`config.mk`:
```
export PLATFORM = sky130hd
export DESIGN_NAME = sorted_deadline_timer_queue_core
export DESIGN_NICKNAME = d
export VERILOG_FILES = /design/src/design/sdtq_pkg.sv /design/src/design/sorted_deadline_timer_queue_core.sv /design/src/design/sdtq_cmp.sv /design/src/design/sdtq_table.sv
export SDC_FILE = /design/constraint.sdc
export NUM_CORES = 1
export LEC_CHECK = 0
export BUFFER_PORTS_ARGS = -buffer_cell sky130_fd_sc_hd__buf_2
export CAP_MARGIN = 20
export CELL_PAD_IN_SITES_DETAIL_PLACEMENT = 0
export CELL_PAD_IN_SITES_GLOBAL_PLACEMENT = 2
export CORE_MARGIN = 2
export CORE_UTILIZATION = 40
export DETAILED_ROUTE_END_ITERATION = 8
export GPL_TIMING_DRIVEN = 0
export PLACE_DENSITY_LB_ADDON = 0.1
export SLEW_MARGIN = 30
export SYNTH_ARGS = -nofsm -noshare
export SYNTH_HDL_FRONTEND = slang
export SYNTH_SLANG_ARGS = --single-unit
export TNS_END_PERCENT = 5
```
`constraint.sdc`:
```
create_clock -name clk -period 6.4 [get_ports clk]
set_input_delay 1.28 -clock clk [delete_from_list [all_inputs] [get_ports clk]]
set_output_delay 1.28 -clock clk [all_outputs]
set_load 0.05 [all_outputs]
```
`src/design/sdtq_pkg.sv`:
```
package sdtq_pkg;

  localparam int CAPACITY     = 16;
  localparam int HANDLE_COUNT = 64;
  localparam int ADDR_W       = $clog2(CAPACITY);
  localparam int CNT_W        = $clog2(CAPACITY + 1);
  localparam int HANDLE_W     = 6;
  localparam int TIME_W       = 32;

  // Forward distances below this value count as "before" on the wrapping clock.
  localparam logic [TIME_W-1:0] HALF_RANGE = 32'h7FFF_FFFF;

  localparam int IN_RAW  = 2 + HANDLE_W + TIME_W + TIME_W;
  localparam int IN_W    = ((IN_RAW + 7) / 8) * 8;
  localparam int OUT_RAW = 2 + 1 + 1 + HANDLE_W + TIME_W + CNT_W;
  localparam int OUT_W   = ((OUT_RAW + 7) / 8) * 8;

  typedef enum logic [1:0] {
    OP_REGISTER   = 2'd0,
    OP_UNREGISTER = 2'd1,
    OP_CHECK      = 2'd2,
    OP_FIRST      = 2'd3
  } op_t;

  typedef enum logic [1:0] {
    ST_OK      = 2'd0,
    ST_FULL    = 2'd1,
    ST_NOT_REG = 2'd2,
    ST_ALREADY = 2'd3
  } status_t;

  typedef enum logic [3:0] {
    S_IDLE,
    S_SCAN_RD,
    S_SCAN_CMP,
    S_DECIDE,
    S_CHECK,
    S_SHIFT_RD,
    S_SHIFT_WR,
    S_PLACE,
    S_DROP,
    S_DONE
  } state_t;

  typedef struct packed {
    logic [HANDLE_W-1:0] handle;
    logic [TIME_W-1:0]   deadline;
  } entry_t;

  typedef struct packed {
    logic              we;
    logic [ADDR_W-1:0] waddr;
    entry_t            wdata;
    logic [ADDR_W-1:0] raddr;
  } tbl_ctl_t;

endpackage

```
`src/design/sorted_deadline_timer_queue_core.sv`:
```
// Channel  Direction  Handshake            Payload
// s_*      in         s_tvalid / s_tready  operation, handle, deadline, now_time
// m_*      out        m_tvalid / m_tready  status, expired, head fields, entry_count
//
// Each request first scans the stored entries, then, where needed, opens or closes
// a gap by moving entries one at a time. The search and every entry moved take a
// read and then a compare or write step each, through the one read port and one
// write port of the entry store; the search and the expiry check share the one
// wrap-around comparator.
// Reset is synchronous and empties the queue at once; no clearing pass is needed.
// The input is taken only when the sequencer is idle; a finished result waits in the
// output register, and a new request is accepted while it is still waiting.
module sorted_deadline_timer_queue_core (
  input  logic                     clk,
  input  logic                     rst,
  input  logic                     s_tvalid,
  output logic                     s_tready,
  // operation[1:0], handle[7:2], deadline[39:8], now_time[71:40]
  input  logic [sdtq_pkg::IN_W-1:0]  s_tdata,
  output logic                     m_tvalid,
  input  logic                     m_tready,
  // status[1:0], expired[2], head_valid[3], head_handle[9:4], head_deadline[41:10],
  // entry_count[46:42], zero padding above
  output logic [sdtq_pkg::OUT_W-1:0] m_tdata
);
  import sdtq_pkg::*;

  state_t state, state_next;

  // Request held for the whole operation.
  op_t                 req_op;
  logic [HANDLE_W-1:0] req_handle;
  logic [TIME_W-1:0]   req_dl;
  logic [TIME_W-1:0]   req_now;

  // Sequencer bookkeeping.
  logic [CNT_W-1:0]  idx;
  logic [CNT_W-1:0]  idx_inc;
  logic [CNT_W-1:0]  idx_dec;
  logic [CNT_W-1:0]  idx_inc2;
  logic [CNT_W-1:0]  pos;
  logic [CNT_W-1:0]  pos_inc;
  logic [CNT_W-1:0]  ins_pos;
  logic [CNT_W-1:0]  count;
  logic              found;
  logic              ins_set;
  logic              shift_up;
  logic [TIME_W-1:0] found_dl;
  status_t           status_r;
  logic              expired_r;
  entry_t            head_entry;

  logic              known;
  logic              present;
  logic              full;

  tbl_ctl_t          tbl_ctl;
  entry_t            rdata;

  logic [TIME_W-1:0] unit_a;
  logic [TIME_W-1:0] unit_b;
  logic              unit_before;

  logic              head_valid;
  logic [OUT_RAW-1:0] result_raw;

  sdtq_table u_table (
    .clk   (clk),
    .ctl   (tbl_ctl),
    .rdata (rdata)
  );

  sdtq_cmp u_cmp (
    .a         (unit_a),
    .b         (unit_b),
    .is_before (unit_before)
  );

  assign idx_inc  = idx + CNT_W'(1);
  assign idx_dec  = idx - CNT_W'(1);
  assign idx_inc2 = idx + CNT_W'(2);
  assign pos_inc  = pos + CNT_W'(1);
  assign known    = (32'(req_handle) < HANDLE_COUNT);
  assign present  = found && known;
  assign full     = (32'(count) >= CAPACITY);

  // Next-state logic of the sequencer.
  always_comb begin
    state_next = state;
    unique case (state)
      S_IDLE: begin
        if (s_tvalid) begin
          state_next = (count == '0) ? S_DECIDE : S_SCAN_RD;
        end
      end
      S_SCAN_RD: begin
        state_next = S_SCAN_CMP;
      end
      S_SCAN_CMP: begin
        state_next = (idx_inc == count) ? S_DECIDE : S_SCAN_RD;
      end
      S_DECIDE: begin
        unique case (req_op)
          OP_REGISTER: begin
            if (!known || found || full) begin
              state_next = S_DONE;
            end else if (ins_pos == count) begin
              state_next = S_PLACE;
            end else begin
              state_next = S_SHIFT_RD;
            end
          end
          OP_UNREGISTER: begin
            if (!present) begin
              state_next = S_DONE;
            end else if (pos_inc == count) begin
              state_next = S_DROP;
            end else begin
              state_next = S_SHIFT_RD;
            end
          end
          OP_CHECK: begin
            state_next = present ? S_CHECK : S_DONE;
          end
          OP_FIRST: begin
            state_next = S_DONE;
          end
        endcase
      end
      S_CHECK: begin
        // The entry has expired once now is no longer before its deadline.
        if (unit_before) begin
          state_next = S_DONE;
        end else if (pos_inc == count) begin
          state_next = S_DROP;
        end else begin
          state_next = S_SHIFT_RD;
        end
      end
      S_SHIFT_RD: begin
        state_next = S_SHIFT_WR;
      end
      S_SHIFT_WR: begin
        if (shift_up) begin
          state_next = (idx_dec == ins_pos) ? S_PLACE : S_SHIFT_RD;
        end else begin
          state_next = (idx_inc2 == count) ? S_DROP : S_SHIFT_RD;
        end
      end
      S_PLACE: begin
        state_next = S_DONE;
      end
      S_DROP: begin
        state_next = S_DONE;
      end
      S_DONE: begin
        if (!m_tvalid || m_tready) begin
          state_next = S_IDLE;
        end
      end
      default: begin
        state_next = S_IDLE;
      end
    endcase
  end

  // Control outputs of the sequencer: store ports and comparator operands.
  always_comb begin
    s_tready        = (state == S_IDLE);
    tbl_ctl         = '0;
    unit_a          = rdata.deadline;
    unit_b          = req_dl;
    unique case (state)
      S_SCAN_RD: begin
        tbl_ctl.raddr = idx[ADDR_W-1:0];
      end
      S_SHIFT_RD: begin
        // Opening a gap reads the entry below; closing one reads the entry above.
        tbl_ctl.raddr = shift_up ? idx_dec[ADDR_W-1:0] : idx_inc[ADDR_W-1:0];
      end
      S_SHIFT_WR: begin
        tbl_ctl.we    = 1'b1;
        tbl_ctl.waddr = idx[ADDR_W-1:0];
        tbl_ctl.wdata = rdata;
      end
      S_PLACE: begin
        tbl_ctl.we             = 1'b1;
        tbl_ctl.waddr          = ins_pos[ADDR_W-1:0];
        tbl_ctl.wdata.handle   = req_handle;
        tbl_ctl.wdata.deadline = req_dl;
      end
      S_CHECK: begin
        unit_a = req_now;
        unit_b = found_dl;
      end
      default: begin
      end
    endcase
  end

  assign head_valid = (count != '0);
  assign result_raw = {count,
                       head_valid ? head_entry.deadline : TIME_W'(0),
                       head_valid ? head_entry.handle : HANDLE_W'(0),
                       head_valid, expired_r, status_r};

  // Control registers.
  always_ff @(posedge clk) begin
    if (rst) begin
      state    <= S_IDLE;
      count    <= '0;
      m_tvalid <= 1'b0;
    end else begin
      state <= state_next;
      if (m_tvalid && m_tready) begin
        m_tvalid <= 1'b0;
      end
      if (state == S_PLACE) begin
        count <= count + CNT_W'(1);
      end else if (state == S_DROP) begin
        count <= count - CNT_W'(1);
      end
      if (state == S_DONE && (!m_tvalid || m_tready)) begin
        m_tvalid <= 1'b1;
      end
    end
  end

  // Datapath registers.
  always_ff @(posedge clk) begin
    // Slot zero is mirrored so that the head is always at hand for the result.
    if (tbl_ctl.we && tbl_ctl.waddr == '0) begin
      head_entry <= tbl_ctl.wdata;
    end
    case (state)
      S_IDLE: begin
        if (s_tvalid) begin
          req_op     <= op_t'(s_tdata[1:0]);
          req_handle <= s_tdata[7:2];
          req_dl     <= s_tdata[39:8];
          req_now    <= s_tdata[71:40];
          idx        <= '0;
          found      <= 1'b0;
          ins_set    <= 1'b0;
          ins_pos    <= count;
          status_r   <= ST_OK;
          expired_r  <= 1'b0;
        end
      end
      S_SCAN_CMP: begin
        if (!found && rdata.handle == req_handle) begin
          found    <= 1'b1;
          pos      <= idx;
          found_dl <= rdata.deadline;
        end
        // A new entry goes in front of the first one it is not behind.
        if (!ins_set && !unit_before) begin
          ins_set <= 1'b1;
          ins_pos <= idx;
        end
        idx <= idx_inc;
      end
      S_DECIDE: begin
        case (req_op)
          OP_REGISTER: begin
            if (!known) begin
              status_r <= ST_NOT_REG;
            end else if (found) begin
              status_r <= ST_ALREADY;
            end else if (full) begin
              status_r <= ST_FULL;
            end else begin
              idx      <= count;
              shift_up <= 1'b1;
            end
          end
          OP_UNREGISTER, OP_CHECK: begin
            if (!present) begin
              status_r <= ST_NOT_REG;
            end else begin
              idx      <= pos;
              shift_up <= 1'b0;
            end
          end
          default: begin
          end
        endcase
      end
      S_CHECK: begin
        if (!unit_before) begin
          expired_r <= 1'b1;
        end
      end
      S_SHIFT_WR: begin
        idx <= shift_up ? idx_dec : idx_inc;
      end
      S_DONE: begin
        if (!m_tvalid || m_tready) begin
          m_tdata <= OUT_W'(result_raw);
        end
      end
      default: begin
      end
    endcase
  end

  a_count_cap: assert property (@(posedge clk) disable iff (rst)
    32'(count) <= CAPACITY)
    else $error("entry count above capacity");

  a_no_write_idle: assert property (@(posedge clk) disable iff (rst)
    (state == S_IDLE) |-> !tbl_ctl.we)
    else $error("store written while idle");

  a_result_from_done: assert property (@(posedge clk) disable iff (rst)
    $rose(m_tvalid) |-> $past(state) == S_DONE)
    else $error("result raised outside completion");

  a_count_step: assert property (@(posedge clk) disable iff (rst)
    (!$past(rst) && count != $past(count)) |->
      (count == $past(count) + CNT_W'(1) || count == $past(count) - CNT_W'(1)))
    else $error("entry count moved by more than one");

endmodule

```
`src/design/sdtq_cmp.sv`:
```
// Wrap-around time compare: a is before b when (b - a) mod 2^32 is below half range.
module sdtq_cmp (
  input  logic [sdtq_pkg::TIME_W-1:0] a,
  input  logic [sdtq_pkg::TIME_W-1:0] b,
  output logic                        is_before
);
  import sdtq_pkg::*;

  logic [TIME_W-1:0] diff;

  assign diff      = b - a;
  assign is_before = (diff < HALF_RANGE);

endmodule

```
`src/design/sdtq_table.sv`:
```
// Sorted entry store: one write port, one read port with registered data.
module sdtq_table (
  input  logic                clk,
  input  sdtq_pkg::tbl_ctl_t  ctl,
  output sdtq_pkg::entry_t    rdata
);
  import sdtq_pkg::*;

  entry_t mem [CAPACITY];

  always_ff @(posedge clk) begin
    if (ctl.we) begin
      mem[ctl.waddr] <= ctl.wdata;
    end
    rdata <= mem[ctl.raddr];
  end

endmodule

```
Word-level counts from Yosys, hierarchy flattened
Memories as Yosys holds them, arrays and structs flattened. A register that Yosys moved wholly into a read port is not among the register bits. Cells that the tools add are included.

Register bits: 220. Bits in writable memories: 608. Input bits: 76. Memories: 1.

$add $sub $neg: 7. Magnitude comparators: 2. Equal/unequal tests: 32. Mux-type cells: 53. Reductions and logical operators: 35.

Memory list: u_table.mem (depth 16, bits a word 38, read ports 1, clocked after Yosys merged registers in 1, write ports 1, RTL line sdtq_table.sv:9) `entry_t mem [CAPACITY];`.

Operators with widths (count): 43-bit case mux with 2 select lines (1); 32-bit 2-to-1 mux (2); 5-bit 2-to-1 mux (9); 4-bit 2-to-1 mux (10); 4-bit case mux with 9 select lines (1); 32-bit by 31-bit less-than comparator with 1-bit output, second input constant (1); 32-bit subtractor (1); 5-bit == test (5); 5-bit case mux with 2 select lines (2); 5-bit case mux with 4 select lines (1); 4-bit by 3-bit == test with 1-bit output, second input constant (4); 2-bit 2-to-1 mux (8); 4-bit case mux with 4 select lines (1); 5-bit by 1-bit adder with 5-bit output, second input constant (3); 2-bit != test, second input constant (7); 3-bit != test, second input constant (4); 2-bit nonzero test (6); 1-bit 2-to-1 mux (11); 5-bit AND reduction (2); 5-bit by 1-bit subtractor with 5-bit output, second input constant (2); 3-bit AND reduction (3); 4-bit by 2-bit == test with 1-bit output, second input constant (2); 4-bit == test, second input constant (2); 4-bit zero test (2); 22 further kinds (39).

Longest topological paths before layout
Gate-level depths: netlist (run 1).

Depth after elaboration: 8. Depth in mapped cells: 21. Mapped depth without buffers: 18.

Cells and area by module
A second synthesis (run 1) with hierarchy kept.

Cell total of the unflattened synthesis: 1955. Area, all modules: 35409.0 um^2.

Modules (own cells, without submodules): sdtq_table (instances 1, cells an instance 989, area an instance 23570.1 um^2, sequential area each 19018.2 um^2); sorted_deadline_timer_queue_core (instances 1, cells an instance 631, area an instance 9660.5 um^2, sequential area each 6506.2 um^2); sdtq_cmp (instances 1, cells an instance 335, area an instance 2178.3 um^2, sequential area each 0.0 um^2).

Worst setup path after synthesis (run 1)
Ideal clock, no wire load.

Kind: reg2reg. Start point: reg state[2]. End point: reg ins_pos[0] (enable). Setup time: 0.376 ns. Data arrival time: 4.467 ns. Required time: 6.024 ns. Path slack: 1.557 ns. Stages on the path, launching flop included: 20. Period minus slack after synthesis: 4.843 ns. Cell sequence: dfxtp_1 buf_4 and2b_4 nand2_2 inv_2 clkbuf_1 clkbuf_1 mux2i_1 ha_1 inv_1 fa_1 a21o_1 a221o_1 a22oi_4 mux2i_1 a2111oi_4 nand4_1 nor4_1 a31oi_1 o41ai_2.

Cells in the longest elaborated chain, start to end: 8. Elaborated cells between the ends (all ways): 13.

RTL lines: start: declaration (RTL line sorted_deadline_timer_queue_core.sv:28) `state_t state, state_next;`; start signal: assignment (RTL line sorted_deadline_timer_queue_core.sv:214) `state <= state_next;`; 4-bit by 3-bit == test with 1-bit output (RTL line sorted_deadline_timer_queue_core.sv:173) `unique case (state)`; 32-bit 2-to-1 mux (RTL line sorted_deadline_timer_queue_core.sv:173); 32-bit subtractor (RTL line sdtq_cmp.sv:11) `assign diff = b - a;`; 32-bit by 31-bit less-than comparator with 1-bit output (RTL line sdtq_cmp.sv:12) `assign is_before = (diff < HALF_RANGE);`; 1-bit zero test; 1-bit logical AND (RTL line sorted_deadline_timer_queue_core.sv:257) `if (!ins_set && !unit_before) begin`; 2-bit != test (no line); 3-bit AND reduction (no line) (*); end signal: assignment (RTL line sorted_deadline_timer_queue_core.sv:245) `ins_pos <= count;`; end signal: assignment (RTL line sorted_deadline_timer_queue_core.sv:259) `ins_pos <= idx;`; end: declaration (RTL line sorted_deadline_timer_queue_core.sv:43) `logic [CNT_W-1:0] ins_pos;`.

Every way passes the cells marked *; elsewhere a longest branch is shown, timed or not. A chain may end at the register's enable or synchronous reset.

Final worst setup path (run 1)
Ends and elaborated chain as after synthesis.

==> results of run 1 <==
## power groups by stage
stage / registers, mW / logic (mW) / clock network (mW)
detailed placement: 6.54 / 3.83 / 0
CTS: 6.43 / 3.85 / 5.28
floorplan: 6.43 / 2.34 / 0
global route: 6.45 / 4.16 / 5.49
global placement: 6.56 / 3.79 / 0
finish: 6.43 / 3.85 / 5.18
## through the flow
| stage | hold WS [ns] | cell area, um^2 | util [%] |
|---|---|---|---|
| after floorplan | 0.400 | 35500 | - |
| after global placement | 0.403 | 37600 | 42.6 |
| after detailed placement | 0.419 | 38800 | 43.9 |
| after CTS | 0.435 | 41700 | 47.3 |
| after global routing | 0.442 | 41700 | 47.3 |
| final | 0.427 | 41700 | 47.3 |
## routing by layer
metal,vias to the layer above,wire length (um),track usage [%]
li1,10800,-,-
met1,11900,49800,34.4
met2,717,53100,40.0
met3,153,6500,3.91
met4,0,2940,6.48
met5,-,0,0
## synth_stat cells, types with 4 or more instances
master and instances:
o21ai_1 6, nor3_1 19, xor2_1 22, nand2_1 462, xnor2_1 32, o21a_1 11
edfxtp_1 780, o21ai_0 44, and2_0 41, nor4_1 9, nor2_1 68, inv_1 26
and4_1 8, ha_1 45, mux2i_1 44, o221ai_1 4, and3_1 4, dfxtp_1 48
nand2b_1 6, or2_2 4, nor2b_1 44, or3_1 5, a21o_1 12, o31ai_1 4
and2_1 116, nand4_1 20, a31oi_1 80, or4_1 5, clkbuf_1 157, a311oi_1 79
nand3_1 29, a21oi_1 116, o211ai_1 8, a211oi_1 193, a22o_1 39, buf_1 9
o22ai_1 4, buf_2 21
## cell type report
cell class | instances | area share (%)
buffer | 191 | 1.87
clock buffer | 122 | 5.91
clock inverter | 48 | 1.20
inverter | 27 | 0.249
multi-input combinational | 1656 | 24.9
sequential | 828 | 58.4
tap | 1165 | 3.49
timing repair buffer | 163 | 3.96
## repair_timing
item | in CTS | in global routing
gates resized for setup | 4 | 0
hold buffers | 0 | 0
endpoints found under the setup margin | 6 | 6
## worst max-delay path: stages (launching register included)
cell       delay (ns)
dfxtp_1          0.32
buf_4            0.16
and2b_4          0.23
nand2_2          0.15
inv_2            0.29
clkbuf_2         0.38
mux2i_1          0.30
ha_1             0.19
inv_1            0.06
fa_1             0.47
a21o_1           0.25
a221o_1          0.42
a22oi_4          0.24
mux2i_1          0.14
a2111oi_4        0.30
nand4_1          0.13
nor4_1           0.40
a31oi_1          0.40
o41ai_4          0.60
## final timing paths
kind	startpoint	endpoint	slack, ns	cells past startpoint
max	state[2]	ins_pos[0]	0.57	18
max reg2reg	state[2]	ins_pos[0]	0.57	18
min	status_r[0]	m_tdata[0]	0.43	0
min reg2reg	status_r[0]	m_tdata[0]	0.43	0
## state kept, by name, summed over array words and instances, names as in the netlist, 2 cells and up
name	count
count	5
found_dl	32
head_entry	10
idx	5
ins_pos	5
m_tdata	47
pos	5
req_dl	32
req_handle	6
req_now	32
req_op	2
state	4
status_r	2
u_table.mem	598
u_table.rdata	38
## logic make-up after synthesis
family | synth area share (%)
compound gates | 13.2
xor+xnor | 1.33
fa+ha+maj | 1.70
buf+inv | 2.46
flops | 68.7
mux | 1.30
other cells | 0.0106
simple gates | 11.3
==> flow_metrics.env, run 1 <==
export IMPL_status="finished, final reports clean"
export IMPL_path_class="flip-flop to flip-flop"
export IMPL_start_util_pct=40.2
export IMPL_grt_pass1_vias=23300
export IMPL_via_per_inst=5.61
export IMPL_syn_avg_cell_area_um2=13.1
export IMPL_multi_input_area_um2=10400
export IMPL_fill_cells=7803
export IMPL_vias=23600
export IMPL_ioPinCount=126
export IMPL_cts_buffers=91
export IMPL_fmax_mhz=171
export IMPL_track_usage_pct=24.6
export IMPL_p_comb_share_pct=24.9
export IMPL_core_um2=88200
export IMPL_drcViolationCount=0
export IMPL_finalPower_mw=15.5
export IMPL_worst_pin_slew_ns=0.913
export IMPL_route_detailed_wl_per_inst_um=26.8
export IMPL_peakVddDrop_v=0.000221
export IMPL_ys_top_cells_by_area="edfxtp_1, nand2_1, a211oi_1"
export IMPL_maxCapViolCount=0
export IMPL_setup_ws_ns=0.566
export IMPL_cts_setup_buffers=0
export IMPL_cp_required_ns=6.69
export IMPL_yosysSeqAreaShare_pct=68.7
export IMPL_yosysWarningCount=0
export IMPL_synth_edf_count=780
export IMPL_clk_latency_ns=0.67
export IMPL_drive_gt1_share_pct=12.5
export IMPL_synth_area_leader_cell="edfxtp_1"
export IMPL_p_leak_nw=14.9
export IMPL_gp_congestion=0.895
export IMPL_synthArstFlopShare_pct=0
export IMPL_report_final_slew_viol_count=0
export IMPL_final_hold_viol_count=0
export IMPL_die_h_um=302
export IMPL_power_internal_mw=10.3
export IMPL_dpl_hpwl_um=83500
export IMPL_clock_power_share_pct=33.5
export IMPL_cts_root_buf="clkbuf_16"
export IMPL_synth_ff_latch_count=828
export IMPL_critPathCaptureType="flip-flop"
export IMPL_drt_total_wl_um=112000
export IMPL_synth_top_area_share_pct=66.0
export IMPL_drtPass1Iterations=5
export IMPL_final_cell_mix="edfxtp_1, nand2_1, a211oi_1"
export IMPL_regArea_um2=24400
export IMPL_fin_cells=4200
export IMPL_ant_nets=0
export IMPL_netlist_area_um2=35500
export IMPL_cp_arrival_ns=6.12
export IMPL_grt_pass1_wl_um=162000
export IMPL_cts_path_max_buffers=3
export IMPL_synth_nets=2826
export IMPL_overflow=0
export IMPL_clk_pin_slew_ns=0.07
export IMPL_setup_violations=0
export IMPL_rsz0062_at_grt="no"
export IMPL_grt_max_degree=47
export IMPL_slew_headroom_pct=39.0
export IMPL_port_buffers=123
export IMPL_cp_max_fo=12
export IMPL_diodes=0
export IMPL_period_share_pct=91.2
export IMPL_ys_types=86
export IMPL_dp_cells=4030
export IMPL_pwr_share_seq_pct=41.6
export IMPL_area_growth_pct=17.6
export IMPL_ys_flop_type="edfxtp_1"
export IMPL_clkSinkCount=828
export IMPL_finalCriticalPeriod_ns=5.83
export IMPL_dieWidth_um=302
export IMPL_holdCritPathClass="flip-flop to flip-flop"
export IMPL_nNetsFinal=3081
export IMPL_postSynthCellCount=2703
export IMPL_place_ws_ns=-0.390
export IMPL_htree_levels=3
export IMPL_switchingPower_mw=5.19
export IMPL_drt_iter0_markers=2219
export IMPL_rows=109
export IMPL_cts_tree="done"
export IMPL_switching_share_pct=33.6
export IMPL_fin_worst_skew_ns=0.0559
export IMPL_p_per_area_nw_per_um2=370
export IMPL_antenna_found_initial=3
export IMPL_die_area_um2=91200
export IMPL_fin_setup_tns_ns=0
export IMPL_layout_commonest_cell="edfxtp_1"
export IMPL_critPathLaunchType="flip-flop"
Power figures use the tool's default switching activity.
==> run 2: changes to the inputs <==
--- a/config.mk
+++ b/config.mk
@@ -9,13 +9,15 @@
 export CAP_MARGIN = 20
 export CELL_PAD_IN_SITES_DETAIL_PLACEMENT = 0
 export CELL_PAD_IN_SITES_GLOBAL_PLACEMENT = 2
-export CORE_MARGIN = 2
+export CORE_MARGIN = 10
 export CORE_UTILIZATION = 40
 export DETAILED_ROUTE_END_ITERATION = 8
 export GPL_TIMING_DRIVEN = 0
+export MAX_ROUTING_LAYER = met4
 export PLACE_DENSITY_LB_ADDON = 0.1
 export SLEW_MARGIN = 30
 export SYNTH_ARGS = -nofsm -noshare
 export SYNTH_HDL_FRONTEND = slang
+export SYNTH_HIERARCHICAL = 1
 export SYNTH_SLANG_ARGS = --single-unit
 export TNS_END_PERCENT = 5
==> run 2 against run 1 <==
Against the previous run: clock power rose by 2%; critical path depth rose by 2; cell count fell by 17%; synthesized area fell by 0.26%; via count fell by 18%; register-to-register slack improved by 0.19 ns; maximum frequency rose by 3.4%; combinational power fell by 15%; die area rose by 11%; worst hold slack got worse by 0.0064 ns; first-iteration DRC count fell by 23%; count of clock-buffer cells in the layout did not move; critical path type unchanged; largest cell class unchanged.
==> flow_metrics.env, run 2 <==
export IMPL_synth_top_area_share_pct=69.4
export IMPL_finalPower_mw=15.2
export IMPL_clk_pin_slew_ns=0.06
export IMPL_dpl_hpwl_um=67700
export IMPL_start_util_pct=40.2
export IMPL_fill_cells=7517
export IMPL_drcViolationCount=0
export IMPL_nNetsFinal=2354
export IMPL_setup_violations=0
export IMPL_synth_area_leader_cell="edfxtp_1"
export IMPL_syn_avg_cell_area_um2=18.1
export IMPL_ys_top_cells_by_area="edfxtp_1, mux4_2, dfxtp_1"
export IMPL_drt_total_wl_um=95700
export IMPL_cp_required_ns=6.90
export IMPL_core_um2=88100
export IMPL_gp_congestion=0.827
export IMPL_rsz0062_at_grt="no"
export IMPL_busiest_layer="met2"
export IMPL_fin_worst_skew_ns=0.0234
export IMPL_worst_path_largest_cell_delay_ns=0.65
export IMPL_synth_top_cells_by_count="edfxtp_1, mux4_2, nand2_1"
export IMPL_use_met1_pct=26.6
export IMPL_die_h_um=318
export IMPL_synth_nets=2078
export IMPL_slew_headroom_pct=36.6
export IMPL_cts_buffers=93
export IMPL_netlist_area_um2=35400
export IMPL_period_share_pct=88.2
export IMPL_drive_gt1_share_pct=28.1
export IMPL_track_usage_pct=19.2
export IMPL_postSynthCellCount=1955
export IMPL_path_cells="nor2_1, nand3b_1, inv_2, buf_4, buf_4, mux2_2, ha_1, a21oi_1, o21ai_0, and2_1, a2111oi_0, and4_1, o211a_1, nand4_1, nor4_1, a41oi_1, and3_1, a31oi_1, o221a_1, a21oi_1"
export IMPL_utilization_pct=47.3
export IMPL_ys_flop_type="edfxtp_1"
export IMPL_port_buffers=123
export IMPL_clkSinkCount=866
export IMPL_synth_edf_count=818
export IMPL_switching_share_pct=29.3
export IMPL_cts_path_max_buffers=3
export IMPL_place_ws_ns=0.608
export IMPL_area_growth_pct=17.7
export IMPL_cpMaxStageDelayCell="a2111oi_0"
export IMPL_yosysWarningCount=6
export IMPL_holdCritPathClass="flip-flop to flip-flop"
export IMPL_pwr_share_seq_pct=43.9
export IMPL_fin_cells=3475
export IMPL_via_per_inst=5.54
export IMPL_synthArstFlopShare_pct=0
export IMPL_drtPass1Iterations=5
export IMPL_path_class="flip-flop to flip-flop"
export IMPL_largest_register_ffs=608
export IMPL_ioPinCount=126
export IMPL_p_per_area_nw_per_um2=365
export IMPL_final_hold_viol_count=0
export IMPL_reg_top3="u_table/mem (608), m_tdata (47)"
export IMPL_cts_hold_buf=0
export IMPL_fmax_mhz=177
export IMPL_clock_power_share_pct=34.5
export IMPL_grt_pass1_vias=19700
export IMPL_route_detailed_wl_per_inst_um=27.5
export IMPL_switchingPower_mw=4.46
export IMPL_cts_resized=0
export IMPL_critPathLaunchType="flip-flop"
export IMPL_htree_levels=3
export IMPL_final_cell_mix="edfxtp_1, buf_2, mux4_2"
export IMPL_antenna_found_initial=4
export IMPL_clk_latency_ns=0.65
export IMPL_synth_ff_latch_count=866
export IMPL_rows=109
export IMPL_cts_tree="done"
export IMPL_die_area_um2=101000
export IMPL_largest_register="u_table/mem"
export IMPL_grt_pass1_wl_um=139000
export IMPL_grt_max_degree=48
export IMPL_finalCriticalPeriod_ns=5.64
export IMPL_peakVddDrop_v=0.000237
export IMPL_status="finished, final reports clean"
export IMPL_maxCapViolCount=0
export IMPL_vias=19300
export IMPL_ant_nets=0
export IMPL_cp_top_family="compound AO/OA/AOI/OAI gates"
export IMPL_yosysSeqAreaShare_pct=72.1
export IMPL_worst_pin_slew_ns=0.951
export IMPL_report_final_slew_viol_count=0
export IMPL_cts_setup_buffers=0
export IMPL_yosysMostFrequentCell="edfxtp_1"
export IMPL_ys_types=85
export IMPL_use_met3_pct=2.98
export IMPL_met2_usage_pct=29.5
export IMPL_p_leak_nw=12.3
export IMPL_setup_ws_ns=0.756
export IMPL_power_internal_mw=10.8
export IMPL_drt_iter0_markers=1714
export IMPL_critPathBufInv=3
export IMPL_p_comb_share_pct=21.6
export IMPL_cp_max_fo=10
export IMPL_layout_commonest_cell="edfxtp_1"
export IMPL_cts_root_buf="clkbuf_16"
export IMPL_dieWidth_um=318
export IMPL_overflow=0
export IMPL_critPathCaptureType="flip-flop"
export IMPL_cp_arrival_ns=6.14
export IMPL_dp_cells=3301
-- run 2: cells by family (layout without fill, tap and decap cells) --
kind of cell,after synthesis,after routing,share of synthesized area [%]
compound gates,289,289,5.93
xor+xnor,53,53,1.31
fa+ha+maj,47,47,1.70
buf+inv,145,495,2.07
flops,866,866,72.1
mux,236,236,12.3
other cells,1,6,0.0106
simple gates,318,318,4.60
-- run 2: through the flow --
stage / area (um^2) / TNS [ns] / hold slack (ns)
finish: 41700 / 0 / 0.421
global route: 41700 / 0 / 0.430
CTS: 41700 / 0 / 0.425
detailed placement: 38600 / 0 / 0.410
global placement: 37500 / -244.07 / 0.410
floorplan: 35400 / 0 / 0.400
-- run 2: worst paths after layout --
check,endpoint,cells past startpoint,from,slack [ns]
max,state[3],20,state[0],0.76
min,m_tdata[0],0,status_r[0],0.42
max reg2reg,state[3],20,state[0],0.76
min reg2reg,m_tdata[0],0,status_r[0],0.42
-- run 2: area by class of cell --
cell class	count	area, um^2	area share [%]
sequential	866	25500	61.2
multi-input combinational	944	9280	22.3
clock buffer	122	2550	6.12
timing repair buffer	181	1650	3.95
tap	1165	1460	3.50
buffer	96	552	1.32
clock inverter	47	467	1.12
inverter	49	186	0.447
antenna	5	12.5	0.0300
-- run 2: power groups by stage --
stage	sequential, mW	combinational (mW)	clock, mW
floorplan	6.70	2.24	0
global placement	6.81	3.28	0
detailed placement	6.79	3.31	0
CTS	6.68	3.32	5.38
global route	6.70	3.58	5.60
finish	6.68	3.28	5.26
-- run 2: metal layers --
metal	vias up	wire, um
met4	0	2090
met1	10200	43800
met5	-	0
met2	495	45200
li1	8442	-
met3	126	4700
-- run 2: worst register-to-register path: cells and delay by family (launching register included) --
kind,cells,cell delay [ns]
buf+inv,3,0.61
mux,1,0.36
fa+ha+maj,1,0.32
compound gates,8,2.16
simple gates,7,1.75
flops,1,0.32
